**src/rtl/assert_macros.svh**
```systemverilog
// ----------------------------------------------------------------------------
// Assertion macros
// Shared concurrent assertion wrappers for the UTF-8 locator RTL.
// ----------------------------------------------------------------------------
`ifndef ASSERT_MACROS_SVH
`define ASSERT_MACROS_SVH

`ifndef SYNTH
// Check a property at every rising edge outside reset
`define U8LC_ASSERT(label, clk, rst_n, prop) \
    label: assert property (@(posedge clk) disable iff (!rst_n) prop) \
        else $error("assertion failed");
// Check that a condition implies another in the next cycle
`define U8LC_ASSERT_NEXT(label, clk, rst_n, ante, cons) \
    label: assert property (@(posedge clk) disable iff (!rst_n) (ante) |=> (cons)) \
        else $error("assertion failed");
`else
`define U8LC_ASSERT(label, clk, rst_n, prop)
`define U8LC_ASSERT_NEXT(label, clk, rst_n, ante, cons)
`endif

`endif

```
**src/rtl/u8lc_pkg.sv**
```systemverilog
// ----------------------------------------------------------------------------
// u8lc_pkg
// Types, constants and helpers for the UTF-8 offset to line/UTF-16 column
// locator.
// ----------------------------------------------------------------------------
package u8lc_pkg;

    localparam int COUNT_BITS_DEF = 32;
    localparam int TARGET_BITS    = 32;
    localparam int OUT_BITS       = 32;

    // Byte codes
    localparam logic [7:0] BYTE_LF   = 8'h0a;
    localparam logic [7:0] BYTE_CR   = 8'h0d;
    localparam logic [7:0] ASCII_END = 8'h80;
    localparam logic [7:0] LEAD2_LO  = 8'hc2;
    localparam logic [7:0] LEAD2_HI  = 8'hdf;
    localparam logic [7:0] LEAD3_LO  = 8'he0;
    localparam logic [7:0] LEAD3_HI  = 8'hef;
    localparam logic [7:0] LEAD4_LO  = 8'hf0;
    localparam logic [7:0] LEAD4_HI  = 8'hf4;
    localparam logic [7:0] CONT_MASK = 8'hc0;
    localparam logic [7:0] CONT_TAG  = 8'h80;

    // Scalar value limits
    localparam logic [20:0] SCALAR_MAX = 21'h10ffff;
    localparam logic [20:0] BMP_MAX    = 21'h00ffff;
    localparam logic [20:0] SURR_LO    = 21'h00d800;
    localparam logic [20:0] SURR_HI    = 21'h00dfff;

    typedef enum logic [1:0] {
        ST_OK       = 2'd0,
        ST_BAD_UTF8 = 2'd1,
        ST_BOUNDARY = 2'd2
    } t_status;

    // Decoder state carried between bytes
    typedef struct packed {
        logic [1:0]  cont_left;
        logic [20:0] partial;
        logic [1:0]  lead_class;
        logic        after_cr;
        logic        target_found;
        logic        encoding_bad;
        logic        split_bad;
    } t_dec;

    // One input transaction as held in the input register
    typedef struct packed {
        logic [7:0] text_byte;
        logic       is_last;
        logic       text_empty;
    } t_item;

    // One result transaction
    typedef struct packed {
        logic [OUT_BITS-1:0] line_number;
        logic [OUT_BITS-1:0] utf16_column;
        t_status             status;
    } t_result;

    // Smallest legal scalar for each lead class (rejects overlong forms)
    function automatic logic [20:0] scalar_min(input logic [1:0] lead_class);
        logic [20:0] v;
        case (lead_class)
            2'd1:    v = 21'h000080;
            2'd2:    v = 21'h000800;
            2'd3:    v = 21'h010000;
            default: v = 21'h000000;
        endcase
        return v;
    endfunction

endpackage

```
**src/rtl/u8lc_byte_if.sv**
```systemverilog
// ----------------------------------------------------------------------------
// u8lc_byte_if
// Byte channel: one text byte per transaction with end markers.
// ----------------------------------------------------------------------------
interface u8lc_byte_if;
    logic       valid;
    logic       ready;
    logic [7:0] text_byte;
    logic       is_last;
    logic       text_empty;

    modport source (output valid, output text_byte, output is_last, output text_empty,
                    input ready);
    modport sink (input valid, input text_byte, input is_last, input text_empty,
                  output ready);
endinterface

```
**src/rtl/u8lc_result_if.sv**
```systemverilog
// ----------------------------------------------------------------------------
// u8lc_result_if
// Result channel: line, UTF-16 column and status of the target offset.
// ----------------------------------------------------------------------------
interface u8lc_result_if;
    logic                          valid;
    logic                          ready;
    logic [u8lc_pkg::OUT_BITS-1:0] line_number;
    logic [u8lc_pkg::OUT_BITS-1:0] utf16_column;
    logic [1:0]                    status;

    modport source (output valid, output line_number, output utf16_column, output status,
                    input ready);
    modport sink (input valid, input line_number, input utf16_column, input status,
                  output ready);
endinterface

```
**src/rtl/u8lc_cfg_if.sv**
```systemverilog
// ----------------------------------------------------------------------------
// u8lc_cfg_if
// Configuration write channel for the target offset register.
// ----------------------------------------------------------------------------
interface u8lc_cfg_if;
    logic                             valid;
    logic                             ready;
    logic [u8lc_pkg::TARGET_BITS-1:0] data;

    modport source (output valid, output data, input ready);
    modport sink (input valid, input data, output ready);
endinterface

```
**src/rtl/u8lc_in_reg.sv**
```systemverilog
// ----------------------------------------------------------------------------
// u8lc_in_reg
// Input register: holds one byte transaction until the core takes it.
// ----------------------------------------------------------------------------
module u8lc_in_reg (
    input  logic              i_clk,
    input  logic              i_rst_n,
    u8lc_byte_if.sink         i_text,
    input  logic              i_advance,
    output logic              o_valid,
    output u8lc_pkg::t_item   o_item
);

    logic            r_valid;
    u8lc_pkg::t_item r_item;
    logic            w_take;

    // Accept when empty or when the held transaction moves on this cycle
    assign i_text.ready = !r_valid || i_advance;
    assign w_take       = i_text.valid && i_text.ready;

    always_ff @(posedge i_clk) begin
        if (!i_rst_n) begin
            r_valid <= 1'b0;
        end else if (w_take) begin
            r_valid <= 1'b1;
        end else if (i_advance) begin
            r_valid <= 1'b0;
        end
    end

    // Capture payload
    always_ff @(posedge i_clk) begin
        if (w_take) begin
            r_item.text_byte  <= i_text.text_byte;
            r_item.is_last    <= i_text.is_last;
            r_item.text_empty <= i_text.text_empty;
        end
    end

    assign o_valid = r_valid;
    assign o_item  = r_item;

endmodule

```
**src/rtl/u8lc_step.sv**
```systemverilog
// ----------------------------------------------------------------------------
// u8lc_step
// Per-byte decode, counter update and end-of-text result selection.
// ----------------------------------------------------------------------------
module u8lc_step #(
    parameter int COUNT_BITS = u8lc_pkg::COUNT_BITS_DEF
) (
    input  u8lc_pkg::t_item                  i_item,
    input  logic [u8lc_pkg::TARGET_BITS-1:0] i_target,
    input  u8lc_pkg::t_dec                   i_dec,
    input  logic [COUNT_BITS-1:0]            i_byte_count,
    input  logic [COUNT_BITS-1:0]            i_line_count,
    input  logic [COUNT_BITS-1:0]            i_unit_count,
    input  logic [COUNT_BITS-1:0]            i_found_line,
    input  logic [COUNT_BITS-1:0]            i_found_column,
    output u8lc_pkg::t_dec                   o_dec,
    output logic [COUNT_BITS-1:0]            o_byte_count,
    output logic [COUNT_BITS-1:0]            o_line_count,
    output logic [COUNT_BITS-1:0]            o_unit_count,
    output logic [COUNT_BITS-1:0]            o_found_line,
    output logic [COUNT_BITS-1:0]            o_found_column,
    output logic                             o_end,
    output u8lc_pkg::t_result                o_result
);

    localparam int CMP_BITS = (COUNT_BITS > u8lc_pkg::TARGET_BITS) ?
                              COUNT_BITS : u8lc_pkg::TARGET_BITS;

    u8lc_pkg::t_dec        dn;
    logic [COUNT_BITS-1:0] bc, lc, uc, fl, fc;
    logic [7:0]            b;
    logic [20:0]           v;
    logic                  overflow, hit, do_count;
    logic [CMP_BITS-1:0]   w_target;

    assign w_target = CMP_BITS'(i_target);
    assign b        = i_item.text_byte;

    // Decode one byte and update the counters
    always_comb begin
        dn       = i_dec;
        bc       = i_byte_count;
        lc       = i_line_count;
        uc       = i_unit_count;
        fl       = i_found_line;
        fc       = i_found_column;
        v        = 21'd0;
        do_count = 1'b0;
        overflow = &i_byte_count;
        hit      = !overflow && (CMP_BITS'(i_byte_count) == w_target);

        if (!i_item.text_empty) begin
            // Saturate the byte position on an over-long text
            if (overflow) begin
                dn.split_bad = 1'b1;
            end else begin
                bc = i_byte_count + COUNT_BITS'(1);
            end

            if (i_dec.cont_left == 2'd0) begin
                if (i_dec.after_cr && b == u8lc_pkg::BYTE_LF) begin
                    // LF of a CRLF: line already counted
                    dn.after_cr = 1'b0;
                    if (hit) begin
                        dn.split_bad = 1'b1;
                    end
                end else begin
                    dn.after_cr = 1'b0;
                    if (hit && !i_dec.target_found) begin
                        dn.target_found = 1'b1;
                        fl = i_line_count;
                        fc = i_unit_count;
                    end
                    if (b < u8lc_pkg::ASCII_END) begin
                        v        = {13'd0, b};
                        do_count = 1'b1;
                    end else if (b >= u8lc_pkg::LEAD2_LO && b <= u8lc_pkg::LEAD2_HI) begin
                        dn.cont_left  = 2'd1;
                        dn.partial    = {16'd0, b[4:0]};
                        dn.lead_class = 2'd1;
                    end else if (b >= u8lc_pkg::LEAD3_LO && b <= u8lc_pkg::LEAD3_HI) begin
                        dn.cont_left  = 2'd2;
                        dn.partial    = {17'd0, b[3:0]};
                        dn.lead_class = 2'd2;
                    end else if (b >= u8lc_pkg::LEAD4_LO && b <= u8lc_pkg::LEAD4_HI) begin
                        dn.cont_left  = 2'd3;
                        dn.partial    = {18'd0, b[2:0]};
                        dn.lead_class = 2'd3;
                    end else begin
                        dn.encoding_bad = 1'b1;
                    end
                end
            end else begin
                if (hit) begin
                    dn.split_bad = 1'b1;
                end
                if ((b & u8lc_pkg::CONT_MASK) != u8lc_pkg::CONT_TAG) begin
                    // Drop the scalar and restart at the next byte
                    dn.encoding_bad = 1'b1;
                    dn.cont_left    = 2'd0;
                end else begin
                    dn.partial   = {i_dec.partial[14:0], b[5:0]};
                    dn.cont_left = i_dec.cont_left - 2'd1;
                    if (dn.cont_left == 2'd0) begin
                        if (dn.partial < u8lc_pkg::scalar_min(i_dec.lead_class) ||
                            dn.partial > u8lc_pkg::SCALAR_MAX ||
                            (dn.partial >= u8lc_pkg::SURR_LO &&
                             dn.partial <= u8lc_pkg::SURR_HI)) begin
                            dn.encoding_bad = 1'b1;
                        end else begin
                            v        = dn.partial;
                            do_count = 1'b1;
                        end
                    end
                end
            end

            // Advance line and UTF-16 unit counts for a completed scalar
            if (do_count) begin
                if (v == {13'd0, u8lc_pkg::BYTE_CR}) begin
                    lc          = i_line_count + COUNT_BITS'(1);
                    uc          = '0;
                    dn.after_cr = 1'b1;
                end else if (v == {13'd0, u8lc_pkg::BYTE_LF}) begin
                    lc = i_line_count + COUNT_BITS'(1);
                    uc = '0;
                end else if (v > u8lc_pkg::BMP_MAX) begin
                    uc = i_unit_count + COUNT_BITS'(2);
                end else begin
                    uc = i_unit_count + COUNT_BITS'(1);
                end
            end

            // A scalar cut off by the end of text
            if (i_item.is_last && dn.cont_left != 2'd0) begin
                dn.encoding_bad = 1'b1;
            end
        end
    end

    // Select the result from the updated state
    always_comb begin
        o_result.line_number  = '0;
        o_result.utf16_column = '0;
        if (dn.encoding_bad) begin
            o_result.status = u8lc_pkg::ST_BAD_UTF8;
        end else if (dn.split_bad) begin
            o_result.status = u8lc_pkg::ST_BOUNDARY;
        end else if (dn.target_found) begin
            o_result.status       = u8lc_pkg::ST_OK;
            o_result.line_number  = u8lc_pkg::OUT_BITS'(fl);
            o_result.utf16_column = u8lc_pkg::OUT_BITS'(fc);
        end else if (CMP_BITS'(bc) == w_target) begin
            o_result.status       = u8lc_pkg::ST_OK;
            o_result.line_number  = u8lc_pkg::OUT_BITS'(lc);
            o_result.utf16_column = u8lc_pkg::OUT_BITS'(uc);
        end else begin
            o_result.status = u8lc_pkg::ST_BOUNDARY;
        end
    end

    assign o_end          = i_item.is_last || i_item.text_empty;
    assign o_dec          = dn;
    assign o_byte_count   = bc;
    assign o_line_count   = lc;
    assign o_unit_count   = uc;
    assign o_found_line   = fl;
    assign o_found_column = fc;

endmodule

```
**src/rtl/u8lc_out_reg.sv**
```systemverilog
// ----------------------------------------------------------------------------
// u8lc_out_reg
// Result register: holds one result transaction until the sink takes it.
// ----------------------------------------------------------------------------
module u8lc_out_reg (
    input  logic              i_clk,
    input  logic              i_rst_n,
    input  logic              i_load,
    input  u8lc_pkg::t_result i_result,
    output logic              o_free,
    u8lc_result_if.source     o_result
);

    logic              r_valid;
    u8lc_pkg::t_result r_result;

    // Free when empty or drained this cycle
    assign o_free = !r_valid || o_result.ready;

    always_ff @(posedge i_clk) begin
        if (!i_rst_n) begin
            r_valid <= 1'b0;
        end else if (i_load) begin
            r_valid <= 1'b1;
        end else if (o_result.ready) begin
            r_valid <= 1'b0;
        end
    end

    always_ff @(posedge i_clk) begin
        if (i_load) begin
            r_result <= i_result;
        end
    end

    assign o_result.valid        = r_valid;
    assign o_result.line_number  = r_result.line_number;
    assign o_result.utf16_column = r_result.utf16_column;
    assign o_result.status       = r_result.status;

endmodule

```
**src/rtl/utf8_offset_to_line_utf16_column.sv**
```systemverilog
// ----------------------------------------------------------------------------
// utf8_offset_to_line_utf16_column
// Strict UTF-8 checker that reports the line and UTF-16 column of an offset.
// ----------------------------------------------------------------------------
// Feed the text one byte per transaction on i_text; is_last marks the final
// byte, and a transaction with text_empty set ends the text without a byte.
// The block takes one byte every cycle: each byte passes through an input
// register, combinational decode and counter update, and a result register;
// the single result of a text is loaded when its final byte leaves the input
// register, and the next text may start right behind it. A full result
// register stalls input only when an ending transaction needs it. CR, LF and
// CRLF each end a line; scalars above U+FFFF count two columns. Status 1 means
// invalid UTF-8 and wins over status 2, which means the target offset is not
// on a scalar boundary, lies past the end, or the text overran the byte
// counter. Write target_offset through i_cfg only while no text is in flight.
// ----------------------------------------------------------------------------
`include "assert_macros.svh"

module utf8_offset_to_line_utf16_column #(
    parameter int COUNT_BITS = u8lc_pkg::COUNT_BITS_DEF
) (
    input  logic          i_clk,
    input  logic          i_rst_n,
    u8lc_cfg_if.sink      i_cfg,
    u8lc_byte_if.sink     i_text,
    u8lc_result_if.source o_result
);

    logic                             r_in_valid;
    u8lc_pkg::t_item                  w_item;
    logic [u8lc_pkg::TARGET_BITS-1:0] r_target;

    u8lc_pkg::t_dec        r_dec, n_dec;
    logic [COUNT_BITS-1:0] r_byte_count, n_byte_count;
    logic [COUNT_BITS-1:0] r_line_count, n_line_count;
    logic [COUNT_BITS-1:0] r_unit_count, n_unit_count;
    logic [COUNT_BITS-1:0] r_found_line, n_found_line;
    logic [COUNT_BITS-1:0] r_found_column, n_found_column;

    logic              w_end, w_out_free, w_advance, w_load;
    u8lc_pkg::t_result w_result;
    logic              w_bad_result, w_no_position, w_cont_ok;

    // Configuration register
    assign i_cfg.ready = 1'b1;

    always_ff @(posedge i_clk) begin
        if (!i_rst_n) begin
            r_target <= '0;
        end else if (i_cfg.valid) begin
            r_target <= i_cfg.data;
        end
    end

    u8lc_in_reg u_in_reg (
        .i_clk     (i_clk),
        .i_rst_n   (i_rst_n),
        .i_text    (i_text),
        .i_advance (w_advance),
        .o_valid   (r_in_valid),
        .o_item    (w_item)
    );

    u8lc_step #(
        .COUNT_BITS (COUNT_BITS)
    ) u_step (
        .i_item         (w_item),
        .i_target       (r_target),
        .i_dec          (r_dec),
        .i_byte_count   (r_byte_count),
        .i_line_count   (r_line_count),
        .i_unit_count   (r_unit_count),
        .i_found_line   (r_found_line),
        .i_found_column (r_found_column),
        .o_dec          (n_dec),
        .o_byte_count   (n_byte_count),
        .o_line_count   (n_line_count),
        .o_unit_count   (n_unit_count),
        .o_found_line   (n_found_line),
        .o_found_column (n_found_column),
        .o_end          (w_end),
        .o_result       (w_result)
    );

    // Advance the held byte unless it ends the text and the result slot is busy
    assign w_advance = r_in_valid && (!w_end || w_out_free);
    assign w_load    = w_advance && w_end;

    // Decoder state and counters; clear after each result
    always_ff @(posedge i_clk) begin
        if (!i_rst_n) begin
            r_dec          <= '0;
            r_byte_count   <= '0;
            r_line_count   <= '0;
            r_unit_count   <= '0;
            r_found_line   <= '0;
            r_found_column <= '0;
        end else if (w_advance) begin
            if (w_end) begin
                r_dec          <= '0;
                r_byte_count   <= '0;
                r_line_count   <= '0;
                r_unit_count   <= '0;
                r_found_line   <= '0;
                r_found_column <= '0;
            end else begin
                r_dec          <= n_dec;
                r_byte_count   <= n_byte_count;
                r_line_count   <= n_line_count;
                r_unit_count   <= n_unit_count;
                r_found_line   <= n_found_line;
                r_found_column <= n_found_column;
            end
        end
    end

    u8lc_out_reg u_out_reg (
        .i_clk    (i_clk),
        .i_rst_n  (i_rst_n),
        .i_load   (w_load),
        .i_result (w_result),
        .o_free   (w_out_free),
        .o_result (o_result)
    );

    // Terms for the checks below
    assign w_bad_result  = o_result.valid && (o_result.status != u8lc_pkg::ST_OK);
    assign w_no_position = (o_result.line_number == '0) && (o_result.utf16_column == '0);
    assign w_cont_ok     = r_dec.cont_left <= r_dec.lead_class;

    // A new result only comes from an ending transaction that advanced
    `U8LC_ASSERT(a_result_source, i_clk, i_rst_n, $rose(o_result.valid) |-> $past(w_load))
    // State is back at reset values after each result
    `U8LC_ASSERT_NEXT(a_clear_after_end, i_clk, i_rst_n, w_load, r_byte_count == '0 && r_dec == '0)
    // Error results carry no position
    `U8LC_ASSERT(a_error_no_position, i_clk, i_rst_n, w_bad_result |-> w_no_position)
    // Pending continuation bytes never exceed what the lead announced
    `U8LC_ASSERT(a_cont_within_lead, i_clk, i_rst_n, (r_dec.cont_left != 2'd0) |-> w_cont_ok)

endmodule
```
**src/flat_wrapper.sv**
```systemverilog
// flat-port wrapper written by rule: the top's interface ports become plain ports
module utf8_offset_to_line_utf16_column_flat 
#(
    parameter int COUNT_BITS = u8lc_pkg::COUNT_BITS_DEF
)
  (i_clk, i_rst_n, i_cfg_valid, i_cfg_data, i_cfg_ready, i_text_valid, i_text_text_byte, i_text_is_last, i_text_text_empty, i_text_ready, o_result_valid, o_result_line_number, o_result_utf16_column, o_result_status, o_result_ready);
  u8lc_cfg_if i_cfg_i ();
  u8lc_byte_if i_text_i ();
  u8lc_result_if o_result_i ();
  input  logic i_clk;
  input  logic i_rst_n;
  input wire logic [$bits(i_cfg_i.valid)-1:0] i_cfg_valid;
  input wire logic [$bits(i_cfg_i.data)-1:0] i_cfg_data;
  output wire logic [$bits(i_cfg_i.ready)-1:0] i_cfg_ready;
  input wire logic [$bits(i_text_i.valid)-1:0] i_text_valid;
  input wire logic [$bits(i_text_i.text_byte)-1:0] i_text_text_byte;
  input wire logic [$bits(i_text_i.is_last)-1:0] i_text_is_last;
  input wire logic [$bits(i_text_i.text_empty)-1:0] i_text_text_empty;
  output wire logic [$bits(i_text_i.ready)-1:0] i_text_ready;
  output wire logic [$bits(o_result_i.valid)-1:0] o_result_valid;
  output wire logic [$bits(o_result_i.line_number)-1:0] o_result_line_number;
  output wire logic [$bits(o_result_i.utf16_column)-1:0] o_result_utf16_column;
  output wire logic [$bits(o_result_i.status)-1:0] o_result_status;
  input wire logic [$bits(o_result_i.ready)-1:0] o_result_ready;
  assign i_cfg_i.valid = i_cfg_valid;
  assign i_cfg_i.data = i_cfg_data;
  assign i_cfg_ready = i_cfg_i.ready;
  assign i_text_i.valid = i_text_valid;
  assign i_text_i.text_byte = i_text_text_byte;
  assign i_text_i.is_last = i_text_is_last;
  assign i_text_i.text_empty = i_text_text_empty;
  assign i_text_ready = i_text_i.ready;
  assign o_result_valid = o_result_i.valid;
  assign o_result_line_number = o_result_i.line_number;
  assign o_result_utf16_column = o_result_i.utf16_column;
  assign o_result_status = o_result_i.status;
  assign o_result_i.ready = o_result_ready;
  utf8_offset_to_line_utf16_column #(.COUNT_BITS(COUNT_BITS)) u_core (.i_clk(i_clk), .i_rst_n(i_rst_n), .i_cfg(i_cfg_i), .i_text(i_text_i), .o_result(o_result_i));
endmodule
```
**config.mk**
```make
export PLATFORM = sky130hd
export DESIGN_NAME = utf8_offset_to_line_utf16_column_flat
export DESIGN_NICKNAME = d
export VERILOG_FILES = /design/src/rtl/u8lc_pkg.sv /design/src/rtl/u8lc_byte_if.sv /design/src/rtl/u8lc_result_if.sv /design/src/rtl/u8lc_cfg_if.sv /design/src/rtl/u8lc_in_reg.sv /design/src/rtl/u8lc_step.sv /design/src/rtl/u8lc_out_reg.sv /design/src/rtl/utf8_offset_to_line_utf16_column.sv /design/src/flat_wrapper.sv
export VERILOG_INCLUDE_DIRS = /design/src /design/src/rtl
export SDC_FILE = /design/constraint.sdc
export NUM_CORES = 1
export LEC_CHECK = 0
export BUFFER_PORTS_ARGS = -buffer_cell sky130_fd_sc_hd__buf_2
export CELL_PAD_IN_SITES_DETAIL_PLACEMENT = 0
export CELL_PAD_IN_SITES_GLOBAL_PLACEMENT = 1
export CORE_MARGIN = 2
export CORE_UTILIZATION = 46
export DETAILED_ROUTE_END_ITERATION = 8
export PLACE_DENSITY_LB_ADDON = 0.08
export SLEW_MARGIN = 5
export SYNTH_ARGS = -nofsm -noshare
export SYNTH_HDL_FRONTEND = slang
export SYNTH_SLANG_ARGS = --single-unit
```
**constraint.sdc**
```tcl
create_clock -name i_clk -period 5.2 [get_ports i_clk]
set_input_delay 0.26 -clock i_clk [delete_from_list [all_inputs] [get_ports i_clk]]
set_output_delay 0.26 -clock i_clk [all_outputs]
set_load 0.02 [all_outputs]
```
==> results.md <==
* Cell row count at 68
* Placed Area at 0.0168 mm2
* Root Buffer Master: clkbuf_16
* Slowest stage cell, crit path: nand3_1
* VDD IR-drop max at 0.000228 V
* Slew Limit Fails at 0
* Vias in the first global route at 14253
* F_max at 232 MHz
* Startpoint types: flop
* CTS tree: built
* Fraction of layout cells with a size suffix above 1 at 12.5%
* Crit path launch: u_core.r_byte_count[24]$_SDFFE_PN0P_
* Clock slew at reported path FFs at 60 ps
* R2r setup slk at 890 ps
* # DRC at 0
* Slew margin rel. at 18.8%
* Top post-synthesis cells by area: dfxtp_1 (27%), edfxtp_1 (14%), a22oi_1 (5.4%), nor2_1 (5.1%), a21oi_1 (3.6%)
* GRT overflow at 0
* Period minus WS final at 4310 ps
* Ys flop type: dfxtp_1
* Status: finished clean
* Final nets at 2015
* Net Count, Synth at 1949
* CP Class: flop to flop
* Largest net degree at the start of global routing at 117
* #FFs+latches synth at 293
* Buffer and inverter count on the worst path at 0
* Cell variety after synth at 85
* Async SR Flop Fraction at 0%
* Tot GR Track Use at 27.9%
* Final instance area at 0.0184 mm2
* DP Wirelength at 32.8 mm
* M2 GR Usage at 44.1%
* Post-synthesis sequential area ratio at 41.4%
* Mapped Cells at 1894
* ANT cells at 0
* Worst Setup EP: u_core.u_out_reg.o_result.utf16_column[18]$_SDFFCE_PP0P_
* Max Cap Viol at 0
* Path depth of the worst reg2reg path at 9
* Via-to-Cell Ratio at 6.18
* RR Endpoint: u_core.u_out_reg.o_result.utf16_column[18]$_SDFFCE_PP0P_
* Critical Path AT at 4680 ps
* Top delay family on crit path: simple AND/OR/NAND/NOR gates
* CTS resizes at 0
* Worst Setup Slack, final at 891 ps
* Hold Crit Class: input port to flop
* Crit-path cells: and3_1, and3_1, nand3_1, mux2_2, nor4b_1, and4_1, nor3b_1, and2_1, o2bb2ai_1
* Worst Path Max Fanout at 14
* Total power at 5.20 mW
* Post-synth top area share at 27.2%
* Core area at 0.0344 mm2
* Slew @ Worst Pin at 1210 ps
* Number of synthesized flops with an enable pin at 76
* Num ports at 116
* Pre-CTS setup slack at 1030 ps
* First-pass GRT wire length at 80.1 mm
* Top cell type by total area after synthesis: dfxtp_1
* Remaining antenna violation count after routing at 0
* Clock sinks at 293
* Period utilization at 82.9%
* Stages on the worst setup path at 9
* Critical Path RT at 5570 ps
* Met3 Use GR at 5.04%
* CTS buffer count at 35
* Die area at 0.0363 mm2
* Fin. Hold Viols at 0
* Die width at 190 um
* Worst skew pair latency at 550 ps
* Most used cell, CP: and3_1
* Largest stage delay on the critical path at 550 ps
* Most instantiated cells after synthesis: dfxtp_1 (217), nor2_1 (217), clkbuf_1 (132), nand2_1 (129), a22oi_1 (116)
* DR WL/cell at 20.9 um
* Total iterations of the first detailed-routing run at 6
* I/O Buffers at 114
* Setup crit end kind: flop
* Setup TNS at 0 ps
* Antenna violations before repair at 0
* RSZ-0062 raised after global routing: no
* Initial Util at 46.5%
* Initial DRC count at 1141
* R2R Path Start: u_core.r_byte_count[24]$_SDFFE_PN0P_
* Routed WL at 50.8 mm
* Yosys Warn Count at 0
* Synth-to-layout area growth at 14.8%
* H-tree levels at 2
* Grt peak-use layer: met2
* Placer Congestion at 0.919
* Post-Syn Area per Cell at 8.44 um2
* Fin Hold WS at 107 ps
* Via Count at 15058
* P_leak at 6.56 nW
* Die Ht at 190 um
* # fillers at 3252
* GR Layer Usage met1 at 38.3%
* Footprint of the multi-input gates at 0.00864 mm2
* Sequential standard cell area at 0.00663 mm2
* Final Skew at 27.0 ps
* Clock Path Buffers at 3
* PwrDens at 283 mW/mm2
* Post-Syn Area at 0.0160 mm2
* Final setup viols at 0
tightest hold or removal path, delay by kind of cell:
kind,cells,cell delay [ps]
buf+inv,1,70
compound gates,1,90
simple gates,1,180
how the worst min path moves through the flow:
stage                              from                                            to  depth (start not counted)
detailed placement  i_text_text_byte[4]           u_core.u_in_reg.o_item[6]$_DFFE_PP_                          1
floorplan             i_text_text_empty           u_core.u_in_reg.o_item[0]$_DFFE_PP_                          0
finish                   o_result_ready  u_core.u_out_reg.o_result.valid$_SDFFE_PN0P_                          3
global route             o_result_ready  u_core.u_out_reg.o_result.valid$_SDFFE_PN0P_                          3
global placement    i_text_text_byte[5]           u_core.u_in_reg.o_item[7]$_DFFE_PP_                          1
CTS                      o_result_ready  u_core.u_out_reg.o_result.valid$_SDFFE_PN0P_                          3
layer usage:
layer / vias to the layer above / share of wire, %
met5: - / 0
met4: 0 / 3.1
met3: 100 / 6.7
met2: 534 / 45
met1: 7268 / 45
li1: 7156 / -
cell usage in the layout (no fill, tap or decap), types with 44 or more instances in the layout:
cell,instances
nand2_1,128
buf_2,114
dfxtp_1,217
a21oi_1,115
nor3_1,60
edfxtp_1,76
a22oi_1,116
nand3_1,90
mux2i_1,44
o21ai_0,73
nand4_1,44
nor2_1,217
power by group:
| part | internal (mW) | switching (mW) | leakage, nW | total (mW) |
|---|---|---|---|---|
| clock | 1.45 | 0.986 | 0.544 | 2.43 |
| combinational | 0.125 | 0.237 | 3.50 | 0.361 |
| sequential | 2.37 | 0.0308 | 2.52 | 2.40 |
| total | 3.94 | 1.25 | 6.56 | 5.20 |
registers in the layout (all words and copies together) (netlist names):
register                                count
u_core.r_byte_count                        32
u_core.r_dec                               23
u_core.r_found_column                      32
u_core.r_found_line                        32
u_core.r_line_count                        32
u_core.r_target                            32
u_core.r_unit_count                        32
u_core.u_in_reg.o_item                     10
u_core.u_in_reg.o_valid                     1
u_core.u_out_reg.o_result.line_number      32
u_core.u_out_reg.o_result.status            2
u_core.u_out_reg.o_result.utf16_column     32
u_core.u_out_reg.o_result.valid             1
cells by family (layout without fill, tap and decap cells):
kind of cell	Yosys count	after routing	synth area share, %
adder cells (fa/ha/maj)	8	8	0.626
AND/OR/NAND/NOR	762	762	24.5
XOR/XNOR	75	75	4.11
multiplexers	50	50	3.18
flip-flops	293	293	41.4
other	1	1	0.0235
buffers and inverters	195	282	4.89
AO/OA/AOI/OAI	510	510	21.3
stage by stage:
| stage | util [%] | instances |
|---|---|---|
| floorplan | - | 1894 |
| finish | 53.4 | 2436 |
| global placement | 48.9 | 2335 |
| CTS | 53.4 | 2436 |
| global route | 53.4 | 2436 |
| detailed placement | 48.9 | 2335 |
repair_timing:
item / in CTS / in global routing
setup buffers: 0 / 0
endpoints found under the hold margin: 43 / 0
hold buffers: 43 / 0
final cells by class:
type | instances | share of cell area, %
clock inverters | 7 | 0.504
repair buffers | 198 | 7.13
flip-flops and latches | 293 | 36.1
inverters | 26 | 0.559
multi-input cells | 1406 | 47.1
well taps | 455 | 3.10
clock buffers | 51 | 5.54
(Power assumes the default switching activity.)
